<file path="config.mk">
export PLATFORM = sky130hd
export DESIGN_NAME = cursor_doubly_linked_list_flat
export DESIGN_NICKNAME = d
export VERILOG_FILES = /design/src/sv/cdll_pkg.sv /design/src/sv/cdll_if.sv /design/src/sv/cdll_cell.sv /design/src/sv/cdll_row.sv /design/src/sv/cursor_doubly_linked_list.sv /design/src/flat_wrapper.sv
export VERILOG_INCLUDE_DIRS = /design/src /design/src/sv
export SDC_FILE = /design/constraint.sdc
export NUM_CORES = 2
export LEC_CHECK = 0
export ABC_CLOCK_PERIOD_IN_PS = 5330
export BUFFER_PORTS_ARGS = -buffer_cell sky130_fd_sc_hd__buf_2
export CORE_MARGIN = 2
export CORE_UTILIZATION = 30
export CTS_CLUSTER_DIAMETER = 30
export DETAILED_ROUTE_END_ITERATION = 12
export MAX_ROUTING_LAYER = met4
export SYNTH_ARGS = -nofsm -noshare
export SYNTH_HDL_FRONTEND = slang
export SYNTH_SLANG_ARGS = --single-unit
export TNS_END_PERCENT = 10
</file>
<file path="constraint.sdc">
create_clock -name clk -period 5.33 [get_ports clk]
set_clock_uncertainty 0.1 [all_clocks]
set_input_delay 1.066 -clock clk [delete_from_list [all_inputs] [get_ports clk]]
set_output_delay 1.066 -clock clk [all_outputs]
set_load 0.05 [all_outputs]
</file>
<file path="src/sv/cursor_doubly_linked_list_assert.svh">
// Assertion macros shared by the cursor list design.
`ifndef CURSOR_DOUBLY_LINKED_LIST_ASSERT_SVH
`define CURSOR_DOUBLY_LINKED_LIST_ASSERT_SVH

// A condition that holds at every clock edge outside reset.
`define CDLL_ASSERT_ALWAYS(label, clk, rst_n, cond, msg) \
    label: assert property (@(posedge clk) disable iff (!rst_n) (cond)) \
        else $error(msg);

// A consequence that holds in the same cycle as its trigger.
`define CDLL_ASSERT_IMPLIES(label, clk, rst_n, ante, cons, msg) \
    label: assert property (@(posedge clk) disable iff (!rst_n) (ante) |-> (cons)) \
        else $error(msg);

// A consequence that holds in the cycle after its trigger.
`define CDLL_ASSERT_NEXT(label, clk, rst_n, ante, cons, msg) \
    label: assert property (@(posedge clk) disable iff (!rst_n) (ante) |=> (cons)) \
        else $error(msg);

`endif

</file>
<file path="src/sv/cdll_pkg.sv">
// Shared operation codes, status codes and types of the cursor list.
package cdll_pkg;

    localparam int OP_W   = 4;
    localparam int STAT_W = 3;

    typedef logic [OP_W-1:0]   op_t;
    typedef logic [STAT_W-1:0] status_t;

    localparam op_t OP_INS_BEFORE = 4'd0;
    localparam op_t OP_INS_AFTER  = 4'd1;
    localparam op_t OP_REM_BEFORE = 4'd2;
    localparam op_t OP_REM_AFTER  = 4'd3;
    localparam op_t OP_LEFT       = 4'd4;
    localparam op_t OP_RIGHT      = 4'd5;
    localparam op_t OP_FIRST      = 4'd6;
    localparam op_t OP_LAST       = 4'd7;
    localparam op_t OP_CLEAR      = 4'd8;

    localparam status_t STAT_OK       = 3'd0;
    localparam status_t STAT_EMPTY    = 3'd1;
    localparam status_t STAT_NO_MEM   = 3'd2;
    localparam status_t STAT_AT_END   = 3'd3;
    localparam status_t STAT_AT_BEGIN = 3'd4;

    // Write enables of the broadcast write bus: a whole node, one pred link, one succ link.
    typedef struct packed {
        logic node;
        logic pred;
        logic succ;
    } wr_en_t;

endpackage

</file>
<file path="src/sv/cdll_if.sv">
// Request and response channel interfaces of the cursor list.
interface cdll_req_if
    import cdll_pkg::*;
#(
    parameter int DATA_WIDTH = 32
);
    logic                         valid;
    logic                         ready;
    op_t                          operation;
    logic signed [DATA_WIDTH-1:0] value;

    modport source (output valid, output operation, output value, input ready);
    modport sink   (input valid, input operation, input value, output ready);
endinterface

interface cdll_rsp_if
    import cdll_pkg::*;
#(
    parameter int DATA_WIDTH = 32,
    parameter int CNT_W      = 5
);
    logic                         valid;
    logic                         ready;
    status_t                      status;
    logic signed [DATA_WIDTH-1:0] removed_value;
    logic [CNT_W-1:0]             element_count;

    modport source (output valid, output status, output removed_value, output element_count,
                    input ready);
    modport sink   (input valid, input status, input removed_value, input element_count,
                    output ready);
endinterface

</file>
<file path="src/sv/cdll_cell.sv">
// One node cell: holds a node's data and links and forwards the read pipe.
module cdll_cell
    import cdll_pkg::*;
#(
    parameter int IDX_W      = 4,
    parameter int DATA_WIDTH = 32,
    parameter int CELL_ID    = 0
)
(
    input  logic                  clk,
    input  logic                  rst_n,
    input  wr_en_t                wr_en,
    input  logic [IDX_W-1:0]      wr_node_idx,
    input  logic [DATA_WIDTH-1:0] wr_data,
    input  logic [IDX_W-1:0]      wr_pred,
    input  logic [IDX_W-1:0]      wr_succ,
    input  logic [IDX_W-1:0]      wr_pred_idx,
    input  logic [IDX_W-1:0]      wr_pred_val,
    input  logic [IDX_W-1:0]      wr_succ_idx,
    input  logic [IDX_W-1:0]      wr_succ_val,
    input  logic                  in_valid,
    input  logic [IDX_W-1:0]      in_idx,
    input  logic [DATA_WIDTH-1:0] in_data,
    input  logic [IDX_W-1:0]      in_pred,
    input  logic [IDX_W-1:0]      in_succ,
    output logic                  out_valid,
    output logic [IDX_W-1:0]      out_idx,
    output logic [DATA_WIDTH-1:0] out_data,
    output logic [IDX_W-1:0]      out_pred,
    output logic [IDX_W-1:0]      out_succ
);

    localparam logic [IDX_W-1:0] MY_IDX = IDX_W'(CELL_ID);

    logic [DATA_WIDTH-1:0] data_reg;
    logic [IDX_W-1:0]      pred_reg;
    logic [IDX_W-1:0]      succ_reg;
    logic                  valid_reg;
    logic [IDX_W-1:0]      idx_reg;
    logic [DATA_WIDTH-1:0] rd_data_reg;
    logic [IDX_W-1:0]      rd_pred_reg;
    logic [IDX_W-1:0]      rd_succ_reg;

    // Node storage. A whole-node write wins over a single link write.
    always_ff @(posedge clk)
    begin
        if (wr_en.node && wr_node_idx == MY_IDX)
        begin
            data_reg <= wr_data;
            pred_reg <= wr_pred;
            succ_reg <= wr_succ;
        end
        else
        begin
            if (wr_en.pred && wr_pred_idx == MY_IDX)
            begin
                pred_reg <= wr_pred_val;
            end
            if (wr_en.succ && wr_succ_idx == MY_IDX)
            begin
                succ_reg <= wr_succ_val;
            end
        end
    end

    always_ff @(posedge clk or negedge rst_n)
    begin
        if (!rst_n)
        begin
            valid_reg <= 1'b0;
        end
        else
        begin
            valid_reg <= in_valid;
        end
    end

    // The read request moves one cell per cycle; the addressed cell puts its node on it.
    always_ff @(posedge clk)
    begin
        idx_reg <= in_idx;
        if (in_valid && in_idx == MY_IDX)
        begin
            rd_data_reg <= data_reg;
            rd_pred_reg <= pred_reg;
            rd_succ_reg <= succ_reg;
        end
        else
        begin
            rd_data_reg <= in_data;
            rd_pred_reg <= in_pred;
            rd_succ_reg <= in_succ;
        end
    end

    assign out_valid = valid_reg;
    assign out_idx   = idx_reg;
    assign out_data  = rd_data_reg;
    assign out_pred  = rd_pred_reg;
    assign out_succ  = rd_succ_reg;

endmodule

</file>
<file path="src/sv/cdll_row.sv">
// Row of node cells: a broadcast write bus and a read pipe running through every cell.
module cdll_row
    import cdll_pkg::*;
#(
    parameter int NODE_COUNT = 16,
    parameter int DATA_WIDTH = 32,
    parameter int IDX_W      = 4
)
(
    input  logic                  clk,
    input  logic                  rst_n,
    input  wr_en_t                wr_en,
    input  logic [IDX_W-1:0]      wr_node_idx,
    input  logic [DATA_WIDTH-1:0] wr_data,
    input  logic [IDX_W-1:0]      wr_pred,
    input  logic [IDX_W-1:0]      wr_succ,
    input  logic [IDX_W-1:0]      wr_pred_idx,
    input  logic [IDX_W-1:0]      wr_pred_val,
    input  logic [IDX_W-1:0]      wr_succ_idx,
    input  logic [IDX_W-1:0]      wr_succ_val,
    input  logic                  rd_valid,
    input  logic [IDX_W-1:0]      rd_idx,
    output logic                  rd_done,
    output logic [DATA_WIDTH-1:0] rd_data,
    output logic [IDX_W-1:0]      rd_pred,
    output logic [IDX_W-1:0]      rd_succ
);

    logic                  ch_valid [NODE_COUNT+1];
    logic [IDX_W-1:0]      ch_idx   [NODE_COUNT+1];
    logic [DATA_WIDTH-1:0] ch_data  [NODE_COUNT+1];
    logic [IDX_W-1:0]      ch_pred  [NODE_COUNT+1];
    logic [IDX_W-1:0]      ch_succ  [NODE_COUNT+1];

    // A read that matches no cell comes out as zero.
    assign ch_valid[0] = rd_valid;
    assign ch_idx[0]   = rd_idx;
    assign ch_data[0]  = '0;
    assign ch_pred[0]  = '0;
    assign ch_succ[0]  = '0;

    for (genvar i = 0; i < NODE_COUNT; i++)
    begin : g_cell
        cdll_cell #(
            .IDX_W      (IDX_W),
            .DATA_WIDTH (DATA_WIDTH),
            .CELL_ID    (i)
        ) u_cell (
            .clk         (clk),
            .rst_n       (rst_n),
            .wr_en       (wr_en),
            .wr_node_idx (wr_node_idx),
            .wr_data     (wr_data),
            .wr_pred     (wr_pred),
            .wr_succ     (wr_succ),
            .wr_pred_idx (wr_pred_idx),
            .wr_pred_val (wr_pred_val),
            .wr_succ_idx (wr_succ_idx),
            .wr_succ_val (wr_succ_val),
            .in_valid    (ch_valid[i]),
            .in_idx      (ch_idx[i]),
            .in_data     (ch_data[i]),
            .in_pred     (ch_pred[i]),
            .in_succ     (ch_succ[i]),
            .out_valid   (ch_valid[i+1]),
            .out_idx     (ch_idx[i+1]),
            .out_data    (ch_data[i+1]),
            .out_pred    (ch_pred[i+1]),
            .out_succ    (ch_succ[i+1])
        );
    end

    assign rd_done = ch_valid[NODE_COUNT];
    assign rd_data = ch_data[NODE_COUNT];
    assign rd_pred = ch_pred[NODE_COUNT];
    assign rd_succ = ch_succ[NODE_COUNT];

endmodule

</file>
<file path="src/sv/cursor_doubly_linked_list.sv">
// Top level of the cursor list: operation sequencer, list registers and result register.
//
// The block keeps a doubly linked list of data words in a pool of NODE_COUNT nodes and
// a cursor into it. Each transfer on the req channel carries one operation (insert
// before or after the cursor, remove the neighbor before or after it, move left or
// right, jump to first or last, clear) and yields exactly one transfer on the rsp
// channel with a status, the removed word (zero unless something was removed) and the
// element count after the operation.
// The nodes live in a row of NODE_COUNT cells. A node read walks the row one cell per
// cycle. No node is read for first, last, clear, an insert into an empty list, whose
// pool then holds only never-used nodes, and the cases that only report a status; one
// node is read for moves, removes past an edge and inserts into a non-empty list that
// take a never-used node; two nodes are read, one after the other, for interior
// removes and inserts that take a recycled node.
// One operation is in work at a time; req is ready again from the edge that writes the
// result.
// The result register holds a result until rsp is ready; a new request may be taken
// meanwhile, and its result waits in the final step until the register is free.
// Reset empties the list and the free pool; node contents are not cleared.
`include "cursor_doubly_linked_list_assert.svh"

module cursor_doubly_linked_list
    import cdll_pkg::*;
#(
    parameter int NODE_COUNT = 16,
    parameter int DATA_WIDTH = 32
)
(
    input  logic      clk,
    input  logic      rst_n,
    cdll_req_if.sink  req,
    cdll_rsp_if.source rsp
);

    localparam int IDX_W = $clog2(NODE_COUNT);
    localparam int CNT_W = $clog2(NODE_COUNT + 1);
    localparam logic [CNT_W-1:0] NODE_MAX = CNT_W'(NODE_COUNT);

    // Sequencer states.
    localparam logic [1:0] S_IDLE  = 2'd0;
    localparam logic [1:0] S_WAIT1 = 2'd1;
    localparam logic [1:0] S_WAIT2 = 2'd2;
    localparam logic [1:0] S_EXEC  = 2'd3;

    // Where a node read lands: the cursor's node or the auxiliary node.
    localparam logic TAG_CUR = 1'b0;
    localparam logic TAG_AUX = 1'b1;

    logic [1:0]            state_reg, state_next;
    logic                  tag_reg, tag_next;
    op_t                   op_reg;
    logic [DATA_WIDTH-1:0] val_reg;

    logic [DATA_WIDTH-1:0] cur_data_reg, aux_data_reg;
    logic [IDX_W-1:0]      cur_pred_reg, cur_succ_reg, aux_pred_reg, aux_succ_reg;

    logic [IDX_W-1:0]      head_reg, head_next;
    logic [IDX_W-1:0]      tail_reg, tail_next;
    logic [IDX_W-1:0]      cursor_reg, cursor_next;
    logic [IDX_W-1:0]      free_reg, free_next;
    logic [CNT_W-1:0]      used_reg, used_next;
    logic [CNT_W-1:0]      fresh_reg, fresh_next;

    logic                  out_valid_reg, out_valid_next;
    status_t               status_reg, status_next;
    logic [DATA_WIDTH-1:0] removed_reg, removed_next;
    logic [CNT_W-1:0]      count_reg;

    logic                  accept, commit;
    logic                  list_empty, pool_free, can_fresh, take_ok;
    logic [IDX_W-1:0]      take_idx;

    logic                  rd_valid, rd_done;
    logic [IDX_W-1:0]      rd_idx, rd_pred, rd_succ;
    logic [DATA_WIDTH-1:0] rd_data;

    wr_en_t                wr_en_c, wr_en;
    logic [IDX_W-1:0]      wr_node_idx, wr_pred, wr_succ;
    logic [IDX_W-1:0]      wr_pred_idx, wr_pred_val, wr_succ_idx, wr_succ_val;
    logic [DATA_WIDTH-1:0] wr_data;

    assign req.ready = (state_reg == S_IDLE);
    assign accept    = req.valid && req.ready;
    // The final step writes only once the result register is free or being emptied.
    assign commit    = (state_reg == S_EXEC) && (!out_valid_reg || rsp.ready);

    assign list_empty = (used_reg == '0);
    assign pool_free  = (used_reg < fresh_reg);
    assign can_fresh  = (fresh_reg < NODE_MAX);
    assign take_ok    = pool_free || can_fresh;
    // Recycled nodes come first; otherwise the next never-used node.
    assign take_idx   = pool_free ? free_reg : fresh_reg[IDX_W-1:0];

    // Sequencer: decide which node reads an operation needs and launch them.
    always_comb
    begin
        state_next = state_reg;
        tag_next   = tag_reg;
        rd_valid   = 1'b0;
        rd_idx     = cursor_reg;
        case (state_reg)
            S_IDLE:
            begin
                if (accept)
                begin
                    case (req.operation)
                        OP_INS_BEFORE, OP_INS_AFTER:
                        begin
                            if (list_empty)
                            begin
                                if (pool_free)
                                begin
                                    rd_valid = 1'b1;
                                    rd_idx   = free_reg;
                                    tag_next = TAG_AUX;
                                end
                            end
                            else if (take_ok)
                            begin
                                rd_valid = 1'b1;
                                tag_next = TAG_CUR;
                            end
                        end
                        OP_REM_BEFORE, OP_REM_AFTER:
                        begin
                            rd_valid = !list_empty;
                            tag_next = TAG_CUR;
                        end
                        OP_LEFT:
                        begin
                            rd_valid = !list_empty && (cursor_reg != head_reg);
                            tag_next = TAG_CUR;
                        end
                        OP_RIGHT:
                        begin
                            rd_valid = !list_empty && (cursor_reg != tail_reg);
                            tag_next = TAG_CUR;
                        end
                        default:
                        begin
                            rd_valid = 1'b0;
                        end
                    endcase
                    state_next = rd_valid ? S_WAIT1 : S_EXEC;
                end
            end
            S_WAIT1:
            begin
                if (rd_done)
                begin
                    state_next = S_EXEC;
                    case (op_reg)
                        OP_INS_BEFORE, OP_INS_AFTER:
                        begin
                            // The cursor node is in; a recycled node needs its free link.
                            if (tag_reg == TAG_CUR && pool_free)
                            begin
                                rd_valid = 1'b1;
                                rd_idx   = free_reg;
                            end
                        end
                        OP_REM_BEFORE:
                        begin
                            if (cursor_reg != head_reg)
                            begin
                                rd_valid = 1'b1;
                                rd_idx   = rd_pred;
                            end
                        end
                        OP_REM_AFTER:
                        begin
                            if (cursor_reg != tail_reg)
                            begin
                                rd_valid = 1'b1;
                                rd_idx   = rd_succ;
                            end
                        end
                        default:
                        begin
                            rd_valid = 1'b0;
                        end
                    endcase
                    if (rd_valid)
                    begin
                        tag_next   = TAG_AUX;
                        state_next = S_WAIT2;
                    end
                end
            end
            S_WAIT2:
            begin
                if (rd_done)
                begin
                    state_next = S_EXEC;
                end
            end
            S_EXEC:
            begin
                if (commit)
                begin
                    state_next = S_IDLE;
                end
            end
            default:
            begin
                state_next = S_IDLE;
            end
        endcase
    end

    // Final step: list register updates, node writes and the result.
    always_comb
    begin
        head_next    = head_reg;
        tail_next    = tail_reg;
        cursor_next  = cursor_reg;
        free_next    = free_reg;
        used_next    = used_reg;
        fresh_next   = fresh_reg;
        status_next  = STAT_OK;
        removed_next = '0;
        wr_en_c      = '0;
        wr_node_idx  = take_idx;
        wr_data      = val_reg;
        wr_pred      = take_idx;
        wr_succ      = take_idx;
        wr_pred_idx  = cursor_reg;
        wr_pred_val  = take_idx;
        wr_succ_idx  = cursor_reg;
        wr_succ_val  = take_idx;
        case (op_reg)
            OP_INS_BEFORE, OP_INS_AFTER:
            begin
                if (list_empty || take_ok)
                begin
                    if (take_ok)
                    begin
                        if (pool_free)
                        begin
                            free_next = aux_succ_reg;
                        end
                        else
                        begin
                            fresh_next = fresh_reg + CNT_W'(1);
                        end
                        used_next    = used_reg + CNT_W'(1);
                        wr_en_c.node = 1'b1;
                    end
                    if (list_empty)
                    begin
                        // The first node links to itself and carries head, tail and cursor.
                        head_next   = take_idx;
                        tail_next   = take_idx;
                        cursor_next = take_idx;
                    end
                    else if (op_reg == OP_INS_BEFORE)
                    begin
                        wr_succ      = cursor_reg;
                        wr_pred      = cur_pred_reg;
                        if (cursor_reg != head_reg)
                        begin
                            wr_en_c.succ = 1'b1;
                            wr_succ_idx  = cur_pred_reg;
                        end
                        else
                        begin
                            head_next = take_idx;
                        end
                        wr_en_c.pred = 1'b1;
                        wr_pred_idx  = cursor_reg;
                    end
                    else
                    begin
                        wr_pred      = cursor_reg;
                        wr_succ      = cur_succ_reg;
                        if (cursor_reg != tail_reg)
                        begin
                            wr_en_c.pred = 1'b1;
                            wr_pred_idx  = cur_succ_reg;
                        end
                        else
                        begin
                            tail_next = take_idx;
                        end
                        wr_en_c.succ = 1'b1;
                        wr_succ_idx  = cursor_reg;
                    end
                end
                else
                begin
                    status_next = STAT_NO_MEM;
                end
            end
            OP_REM_BEFORE, OP_REM_AFTER:
            begin
                if (list_empty)
                begin
                    status_next = STAT_EMPTY;
                end
                else if ((op_reg == OP_REM_BEFORE && cursor_reg == head_reg)
                         || (op_reg == OP_REM_AFTER && cursor_reg == tail_reg))
                begin
                    // Removing past an edge hands back the cursor's word and drops the list.
                    removed_next = cur_data_reg;
                    status_next  = (op_reg == OP_REM_BEFORE) ? STAT_AT_BEGIN : STAT_AT_END;
                    used_next    = '0;
                    fresh_next   = '0;
                    free_next    = '0;
                end
                else
                begin
                    removed_next = aux_data_reg;
                    // The removed node goes to the front of the free list.
                    wr_en_c.node = 1'b1;
                    wr_data      = aux_data_reg;
                    wr_pred      = aux_pred_reg;
                    wr_succ      = free_reg;
                    used_next    = used_reg - CNT_W'(1);
                    if (op_reg == OP_REM_BEFORE)
                    begin
                        wr_node_idx = cur_pred_reg;
                        free_next   = cur_pred_reg;
                        if (cur_pred_reg != head_reg)
                        begin
                            wr_en_c.succ = 1'b1;
                            wr_succ_idx  = aux_pred_reg;
                            wr_succ_val  = cursor_reg;
                        end
                        else
                        begin
                            head_next = cursor_reg;
                        end
                        wr_en_c.pred = 1'b1;
                        wr_pred_idx  = cursor_reg;
                        wr_pred_val  = aux_pred_reg;
                    end
                    else
                    begin
                        wr_node_idx = cur_succ_reg;
                        free_next   = cur_succ_reg;
                        if (cur_succ_reg != tail_reg)
                        begin
                            wr_en_c.pred = 1'b1;
                            wr_pred_idx  = aux_succ_reg;
                            wr_pred_val  = cursor_reg;
                        end
                        else
                        begin
                            tail_next = cursor_reg;
                        end
                        wr_en_c.succ = 1'b1;
                        wr_succ_idx  = cursor_reg;
                        wr_succ_val  = aux_succ_reg;
                    end
                end
            end
            OP_LEFT:
            begin
                if (!list_empty && cursor_reg != head_reg)
                begin
                    cursor_next = cur_pred_reg;
                end
                else
                begin
                    status_next = STAT_AT_BEGIN;
                end
            end
            OP_RIGHT:
            begin
                if (!list_empty && cursor_reg != tail_reg)
                begin
                    cursor_next = cur_succ_reg;
                end
                else
                begin
                    status_next = STAT_AT_END;
                end
            end
            OP_FIRST:
            begin
                cursor_next = head_reg;
            end
            OP_LAST:
            begin
                cursor_next = tail_reg;
            end
            OP_CLEAR:
            begin
                used_next  = '0;
                fresh_next = '0;
                free_next  = '0;
            end
            default:
            begin
                status_next = STAT_OK;
            end
        endcase
    end

    assign wr_en = commit ? wr_en_c : '0;

    always_comb
    begin
        if (commit)
        begin
            out_valid_next = 1'b1;
        end
        else if (rsp.ready)
        begin
            out_valid_next = 1'b0;
        end
        else
        begin
            out_valid_next = out_valid_reg;
        end
    end

    cdll_row #(
        .NODE_COUNT (NODE_COUNT),
        .DATA_WIDTH (DATA_WIDTH),
        .IDX_W      (IDX_W)
    ) u_row (
        .clk         (clk),
        .rst_n       (rst_n),
        .wr_en       (wr_en),
        .wr_node_idx (wr_node_idx),
        .wr_data     (wr_data),
        .wr_pred     (wr_pred),
        .wr_succ     (wr_succ),
        .wr_pred_idx (wr_pred_idx),
        .wr_pred_val (wr_pred_val),
        .wr_succ_idx (wr_succ_idx),
        .wr_succ_val (wr_succ_val),
        .rd_valid    (rd_valid),
        .rd_idx      (rd_idx),
        .rd_done     (rd_done),
        .rd_data     (rd_data),
        .rd_pred     (rd_pred),
        .rd_succ     (rd_succ)
    );

    // Control and list registers.
    always_ff @(posedge clk or negedge rst_n)
    begin
        if (!rst_n)
        begin
            state_reg     <= S_IDLE;
            tag_reg       <= TAG_CUR;
            head_reg      <= '0;
            tail_reg      <= '0;
            cursor_reg    <= '0;
            free_reg      <= '0;
            used_reg      <= '0;
            fresh_reg     <= '0;
            out_valid_reg <= 1'b0;
        end
        else
        begin
            state_reg     <= state_next;
            tag_reg       <= tag_next;
            out_valid_reg <= out_valid_next;
            if (commit)
            begin
                head_reg   <= head_next;
                tail_reg   <= tail_next;
                cursor_reg <= cursor_next;
                free_reg   <= free_next;
                used_reg   <= used_next;
                fresh_reg  <= fresh_next;
            end
        end
    end

    // Payload registers: the request, the nodes read back and the result.
    always_ff @(posedge clk)
    begin
        if (accept)
        begin
            op_reg  <= req.operation;
            val_reg <= req.value;
        end
        if (rd_done)
        begin
            if (tag_reg == TAG_CUR)
            begin
                cur_data_reg <= rd_data;
                cur_pred_reg <= rd_pred;
                cur_succ_reg <= rd_succ;
            end
            else
            begin
                aux_data_reg <= rd_data;
                aux_pred_reg <= rd_pred;
                aux_succ_reg <= rd_succ;
            end
        end
        if (commit)
        begin
            status_reg  <= status_next;
            removed_reg <= removed_next;
            count_reg   <= used_next;
        end
    end

    assign rsp.valid         = out_valid_reg;
    assign rsp.status        = status_reg;
    assign rsp.removed_value = removed_reg;
    assign rsp.element_count = count_reg;

    // The pool never hands out more nodes than it has, nor counts more in use than handed out.
    `CDLL_ASSERT_ALWAYS(a_used_within_fresh, clk, rst_n,
        used_reg <= fresh_reg && fresh_reg <= NODE_MAX,
        "element count exceeds nodes handed out")
    // Read data only returns while the sequencer waits for it.
    `CDLL_ASSERT_IMPLIES(a_read_while_waiting, clk, rst_n, rd_done,
        state_reg == S_WAIT1 || state_reg == S_WAIT2,
        "node read returned outside a wait state")
    // A new result appears only as the final step of an operation.
    `CDLL_ASSERT_IMPLIES(a_result_from_exec, clk, rst_n, $rose(out_valid_reg),
        $past(state_reg) == S_EXEC, "result raised outside the final step")
    // An accepted request always starts work.
    `CDLL_ASSERT_NEXT(a_accept_starts_work, clk, rst_n, req.valid && req.ready,
        state_reg != S_IDLE, "accepted request left the sequencer idle")

endmodule
</file>
<file path="src/flat_wrapper.sv">
// flat-port wrapper written by rule: the top's interface ports become plain ports
module cursor_doubly_linked_list_flat import cdll_pkg::*;
#(
    parameter int NODE_COUNT = 16,
    parameter int DATA_WIDTH = 32
)
  (clk, rst_n, req_valid, req_operation, req_value, req_ready, rsp_valid, rsp_status, rsp_removed_value, rsp_element_count, rsp_ready);
  cdll_req_if #(.DATA_WIDTH(DATA_WIDTH)) req_i ();
  cdll_rsp_if #(.DATA_WIDTH(DATA_WIDTH)) rsp_i ();
  input  logic clk;
  input  logic rst_n;
  input wire logic [$bits(req_i.valid)-1:0] req_valid;
  input wire logic [$bits(req_i.operation)-1:0] req_operation;
  input wire logic [$bits(req_i.value)-1:0] req_value;
  output wire logic [$bits(req_i.ready)-1:0] req_ready;
  output wire logic [$bits(rsp_i.valid)-1:0] rsp_valid;
  output wire logic [$bits(rsp_i.status)-1:0] rsp_status;
  output wire logic [$bits(rsp_i.removed_value)-1:0] rsp_removed_value;
  output wire logic [$bits(rsp_i.element_count)-1:0] rsp_element_count;
  input wire logic [$bits(rsp_i.ready)-1:0] rsp_ready;
  assign req_i.valid = req_valid;
  assign req_i.operation = req_operation;
  assign req_i.value = req_value;
  assign req_ready = req_i.ready;
  assign rsp_valid = rsp_i.valid;
  assign rsp_status = rsp_i.status;
  assign rsp_removed_value = rsp_i.removed_value;
  assign rsp_element_count = rsp_i.element_count;
  assign rsp_i.ready = rsp_ready;
  cursor_doubly_linked_list #(.NODE_COUNT(NODE_COUNT), .DATA_WIDTH(DATA_WIDTH)) u_core (.clk(clk), .rst_n(rst_n), .req(req_i), .rsp(rsp_i));
endmodule
</file>
== Yosys cells after proc, flatten, opt, wreduce, memory -nomap -nowiden ==
Cells that the tools add are included.
Word-level totals
  bits in registers: 1542
  bits of input ports: 40
  logic and storage cells: 656
Operators by class
  $add $sub $neg: 3
  $lt $le $gt $ge: 2
  equal/unequal tests: 108
  mux-type cells: 257
  bitwise operators: 2
  reduce and logical (&&, ||, !) cells: 137
Operator list (number)
  two-way mux 4 bit: 168
  two-way mux 32 bit: 19
  equality test 4 bit (second input constant): 33
  equality test 4 x 3 -> 1 bit (second input constant): 22
  logical AND 1 bit: 71
  nonzero test 2 bit: 35
  case mux 4 bit (2 select lines): 7
  equality test 4 x 2 -> 1 bit (second input constant): 12
  two-way mux 5 bit: 9
  case mux 5 bit (3 select lines): 2
  equality test 4 x 1 -> 1 bit (second input constant): 6
  zero test 4 bit: 6
  two-way mux 3 bit: 8
  case mux 4 bit (3 select lines): 2
  two-way mux 1 bit: 23
  two-way mux 2 bit: 10
  != test 2 x 1 -> 1 bit (second input constant): 10
  case mux 4 bit (5 select lines): 1
  != test 2 bit (second input constant): 9
  AND reduction 9 bit: 2
  != test 4 bit: 4
  AND reduction 7 bit: 2
  case mux 3 bit (4 select lines): 1
  AND reduction 6 bit: 2
  other kinds (27): 45

== Depth between registers and ports, before layout ==
  depth in word-level cells: 10
  gate-level depth with buffers: 13

== By module ==
From an unflattened synthesis, not the netlist that was laid out.
Unflattened totals
  cell total of the unflattened synthesis: 3150
  area, all modules: 56113.8 µm²
By module, submodules not included
  cdll_cell at u_core.u_row.g_cell[10].u_cell ...: times used 4, cells an instance 146, area an instance 2951.6 µm², sequential area each 2107.0 µm²
  cursor_doubly_linked_list: times used 1, cells an instance 797, area an instance 9365.2 µm², sequential area each 5435.2 µm²
  cdll_cell at u_core.u_row.g_cell[12].u_cell ...: times used 3, cells an instance 146, area an instance 2917.8 µm², sequential area each 2107.0 µm²
  cdll_cell at u_core.u_row.g_cell[11].u_cell ...: times used 2, cells an instance 149, area an instance 2926.6 µm², sequential area each 2107.0 µm²
  cdll_cell at u_core.u_row.g_cell[1].u_cell ...: times used 2, cells an instance 146, area an instance 2924.1 µm², sequential area each 2107.0 µm²
  cdll_cell at u_core.u_row.g_cell[13].u_cell ...: times used 2, cells an instance 146, area an instance 2915.3 µm², sequential area each 2107.0 µm²
  cdll_cell at u_core.u_row.g_cell[0].u_cell: times used 1, cells an instance 150, area an instance 2950.3 µm², sequential area each 2107.0 µm²
  cdll_cell at u_core.u_row.g_cell[3].u_cell: times used 1, cells an instance 149, area an instance 2916.5 µm², sequential area each 2107.0 µm²
  cdll_cell at u_core.u_row.g_cell[15].u_cell: times used 1, cells an instance 149, area an instance 2786.4 µm², sequential area each 2107.0 µm²
  cdll_row: times used 1, cells an instance 1, area an instance 3.8 µm², sequential area each 0.0 µm²

== Least setup slack after synthesis ==
OpenSTA, ideal clock, no wires.
  path kind: reg-to-reg
  from: register u_core.fresh_reg[4]
  to: register u_core.u_row.g_cell[0].u_cell.pred_reg[0], data pin
  data arrival time: 3.709 ns
  data required time: 4.940 ns
  path slack: 1.231 ns
  cell stages (with the launch flop): 12
  path buffers: 2
  clock period less this slack: 4.099 ns
  path through: dfrtp_1 -> clkbuf_1 -> inv_1 -> ha_1 -> a21oi_1 -> mux2i_1 -> o211ai_1 -> a2111oi_1 -> o211ai_1 -> buf_2 -> nor2_4 -> mux2i_1
On the way
  word-level cells in the longest chain between the ends: 9
  elaborated cells between the ends (all ways): 26
Ends and longest elaborated chain
  from (decl): line cursor_doubly_linked_list.sv:62  | logic [CNT_W-1:0] fresh_reg, fresh_next;
  from (signal assigned): line cursor_doubly_linked_list.sv:469  | fresh_reg <= fresh_next;
  < comparator 5 bit: line cursor_doubly_linked_list.sv:88  | assign pool_free = (used_reg < fresh_reg);
  two-way mux 4 bit: line cursor_doubly_linked_list.sv:92  | assign take_idx = pool_free ? free_reg : fresh_reg[IDX_W-1:0];
  two-way mux 4 bit: line cursor_doubly_linked_list.sv:341  | if (cur_succ_reg != tail_reg)
  two-way mux 4 bit: line cursor_doubly_linked_list.sv:319  | if (op_reg == OP_REM_BEFORE)
  two-way mux 4 bit: line cursor_doubly_linked_list.sv:300  | else if ((op_reg == OP_REM_BEFORE && cursor_reg == head_reg)
  two-way mux 4 bit: line cursor_doubly_linked_list.sv:296  | if (list_empty)
  two-way mux 4 bit: line cursor_doubly_linked_list.sv:231  | case (op_reg)
  two-way mux 4 bit: line cdll_cell.sv:55  | if (wr_en.pred && wr_pred_idx == MY_IDX)
  two-way mux 4 bit *: line cdll_cell.sv:47  | if (wr_en.node && wr_node_idx == MY_IDX)
  to (signal assigned): line cdll_cell.sv:50  | pred_reg <= wr_pred;
  to (signal assigned): line cdll_cell.sv:57  | pred_reg <= wr_pred_val;
  to (decl): line cdll_cell.sv:36  | logic [IDX_W-1:0] pred_reg;
Mark *: on every way between the ends. The rest lies on a longest branch, timed or not. The select of a mux whose other input is x is not followed.
A chain may end at the register's enable or synchronous reset.

== Final worst setup path ==
  from: register u_core.fresh_reg[2]
  to: register u_core.u_row.g_cell[1].u_cell.data_reg[4], enable pin
On the way
  word-level cells in the longest chain between the ends: 7
  elaborated cells between the ends (all ways): 14
Ends and longest elaborated chain
  < comparator 5 bit (on tied branches): line cursor_doubly_linked_list.sv:88, cursor_doubly_linked_list.sv:89
  two-way mux 4 bit / logical OR 1 bit (equally long branches): line cursor_doubly_linked_list.sv:92, cursor_doubly_linked_list.sv:90
  two-way mux 4 bit (tied with other cells): line cursor_doubly_linked_list.sv:300
  two-way mux 4 bit / two-way mux 3 bit (equally long branches): line cursor_doubly_linked_list.sv:296, cursor_doubly_linked_list.sv:234
  two-way mux 4 bit / case mux 3 bit (2 select lines) (equally long branches): line cursor_doubly_linked_list.sv:231
  equality test 4 x 1 -> 1 bit / two-way mux 3 bit (equally long branches): line cdll_cell.sv:47, cursor_doubly_linked_list.sv:400
  logical AND 1 bit *: line cdll_cell.sv:47
  to (signal assigned): line cdll_cell.sv:49  | data_reg <= wr_data;
  to (decl): line cdll_cell.sv:35  | logic [DATA_WIDTH-1:0] data_reg;
Mark *: on every way between the ends. The rest lies on a longest branch, timed or not.

==> flow_metrics.tcl <==
set metrics [dict create \
    relSlewSlack_pct 26.9 \
    worstSetupStartpoint "u_core.fresh_reg[2]$_DFFE_PN0P_" \
    ant_nets 0 \
    placed_area_um2 56400 \
    clock_path_buffers 3 \
    grt_pass1_wl_um 179000 \
    synth_compound_area_share_pct 3.81 \
    diodes 0 \
    start_kind "register" \
    min_from "u_core.u_row.g_cell[1].u_cell.out_idx[0]$_DFF_P_" \
    synthArstFlopShare_pct 2.98 \
    fin_ws_ns 0.695 \
    syn_avg_cell_area_um2 16.3 \
    worstMarginPinSlew_ns 1.09 \
    clock_latency_ns 0.81 \
    die_y_um 423 \
    synth-simple-area-share_pct 4.15 \
    fin_crit_ns 4.64 \
    path_clk_slew_ns 0.06 \
    hold_class "register to register" \
    cp-end-kind "register" \
    synth_mux_area_share_pct 16.0 \
    vias_per_cell 4.59 \
    dieArea_um2 179000 \
    cp_max_fo 24 \
    cts_tree "done" \
    max-cap-violations 0 \
    finalHoldViolations 0 \
    cp_top_family "compound AO/OA/AOI/OAI gates" \
    area_growth_pct 21.4 \
    critPathKind "register to register" \
    overflow 0 \
    cp_num_buf_inv 2 \
    num_rows 153 \
    rsz0062_at_grt "false" \
    seq_area_frac_synth_pct 74.1 \
    fin_tns_setup_ns 0 \
    synth_warnings 0 \
    num_vias 27400 \
    firstDrtPassIters 5 \
    setup_viol 0 \
    r2r-start "u_core.fresh_reg[2]$_DFFE_PN0P_" \
    initial_core_util_pct 30.3 \
    drv_slew 0 \
    leakagePower_nw 23.4 \
    clock-sinks 1542 \
    wl_per_cell_um 19.9 \
    place_congestion 0.895 \
    ys_types 90 \
    fillers 16300 \
    place_hpwl_um 72000 \
    post_route_cells_drive_above_1_share_pct 33.7 \
    cts_resized 0 \
    status "complete, no violations" \
    dp.cells 5575 \
    synth_top_family_by_area "multiplexers" \
    wirelength_um 119000 \
    ff_latch_area_um2 39100 \
    nNetsFinal 3511 \
    grt_usage_pct 13.5 \
    antenna_found_initial 1 \
    post-route-period-util_pct 87.0 \
    port_buffers 81 \
    synth_xor_area_share_pct 0.283 \
    synth-seq-cells 1542 \
    die_w_um 423 \
    final_cells 5972 \
    synth_edf_count 796 \
    max_freq_ghz 0.216 \
    cts_made_buffers 208 \
    path_cells "inv_1 -> ha_1 -> a21oi_1 -> o21ai_0 -> a21o_1 -> a211oi_1 -> o211ai_1 -> nor2_4 -> buf_4" \
    multiInputGateArea_um2 13100 \
    post-route-cell-area_um2 64000 \
    grt_max_degree 48 \
    grt_pass1_vias 28900 \
    ctsHoldBuffers 0 \
    finish.utilization_pct 36.7 \
    ys.flop_type "edfxtp_1" \
    irDropWorstVdd_v 0.000338 \
    cpMaxStageDelayCell "nor2_4" \
    htree_levels 4 \
    layout_commonest_cell "edfxtp_1" \
    p_per_area_nw_per_um2 537 \
    dr.first_iter.drc_count 1914 \
    postCtsSetupRepairBufs 0 \
    drc 0 \
    cp.required_ns 5.70 \
    num_io_pins 82 \
    synthCells 3229 \
    coreArea_um2 174000 \
    crit_arrival_ns 5.01 \
    synth-adder-area-share_pct 0.261 \
    critPathMaxStageDelay_ns 0.83 \
    netlist_area_um2 52700 \
    cts_root_buf "clkbuf_16" \
    layout_common_cells "edfxtp_1 (796), dfxtp_1 (700), mux2_2 (613), nand2_1 (220), clkbuf_16 (218)" \
    dp_slack_ns 0.792 \
    synth_nets 3280 \
]
## worst reg2reg max path, delay by kind of cell, from the launching register on
family,cells,cell delay (ns)
and+or+nand+nor,1,0.83
adders and majority gates,1,0.31
DFF,1,0.46
AOI/OAI and AO/OA,5,2.09
buffers and inverters,2,0.51
## metal layers
metal | GRT usage [%] | routed length [um]
met1 | 16.3 | 51600
met4 | 4.63 | 3100
met5 | - | 0
met2 | 22.6 | 59400
met3 | 2.41 | 4580
## path summary, 6_finish.rpt
check | depth (start not counted) | endpoint | slack [ns]
hold / removal | 0 | u_core.u_row.g_cell[2].u_cell.out_idx[0]$_DFF_P_ | 0.22
setup / recovery | 9 | u_core.u_row.g_cell[1].u_cell.data_reg[4]$_DFFE_PP_ | 0.69
setup reg to reg | 9 | u_core.u_row.g_cell[1].u_cell.data_reg[4]$_DFFE_PP_ | 0.69
hold reg to reg | 0 | u_core.u_row.g_cell[2].u_cell.out_idx[0]$_DFF_P_ | 0.22
min in group asynchronous | 2 | u_core.used_reg[0]$_DFFE_PN0P_ | 0.29
max in group asynchronous | 2 | u_core.free_reg[1]$_DFFE_PN0P_ | 4.35
## where the power goes
part           internal [mW]  switching (mW)  total (mW)  leakage, nW
sequential              14.0           0.504        14.5         13.4
clock                   8.95            5.55        14.5         3.66
combinational           1.58            3.80        5.38         6.30
## cell type report
| cell class | count | share of cell area [%] |
|---|---|---|
| flip-flops and latches | 1542 | 61.1 |
| multi-input cells | 1516 | 20.5 |
| clock buffers | 248 | 8.90 |
| well taps | 2325 | 4.55 |
| clock inverters | 149 | 2.91 |
| repair buffers | 173 | 1.97 |
| inverters | 19 | 0.111 |
## synthesized netlist by cell type (11+ instances only)
master	count	area, um2
buf_1	45	169
clkbuf_1	72	270
nor3_1	15	75.1
nand3_1	24	120
nor2_4	11	124
o211ai_1	12	90.1
nor2_1	56	210
inv_1	18	67.6
a211oi_1	13	97.6
mux2i_1	142	1420
dfxtp_1	700	14000
o22ai_1	23	144
buf_2	28	140
mux2_2	613	6900
xnor2_1	17	149
and3_1	47	294
o21ai_0	37	185
dfrtp_1	46	1150
a21oi_1	80	400
o22a_1	11	96.3
ha_1	11	138
nand2_1	220	826
nand4_1	13	81.3
edfxtp_1	796	23900
## per-stage QoR
stage / total power, mW / hold WS, ns
2_1_floorplan: 17.9 / 0.222
3_3_place_gp: 20.0 / 0.228
3_5_place_dp: 20.1 / 0.230
4_1_cts: 34.6 / 0.211
5_1_grt: 35.6 / 0.229
6_report: 34.4 / 0.219
## cell families after synthesis
kind of cell               after synthesis
DFF                                   1542
muxes                                  760
and+or+nand+nor                        444
AOI/OAI and AO/OA                      284
buffers and inverters                  171
xor gates and xnor gates                17
adders and majority gates               11
Note: power is estimated with default switching activity, not from simulation.
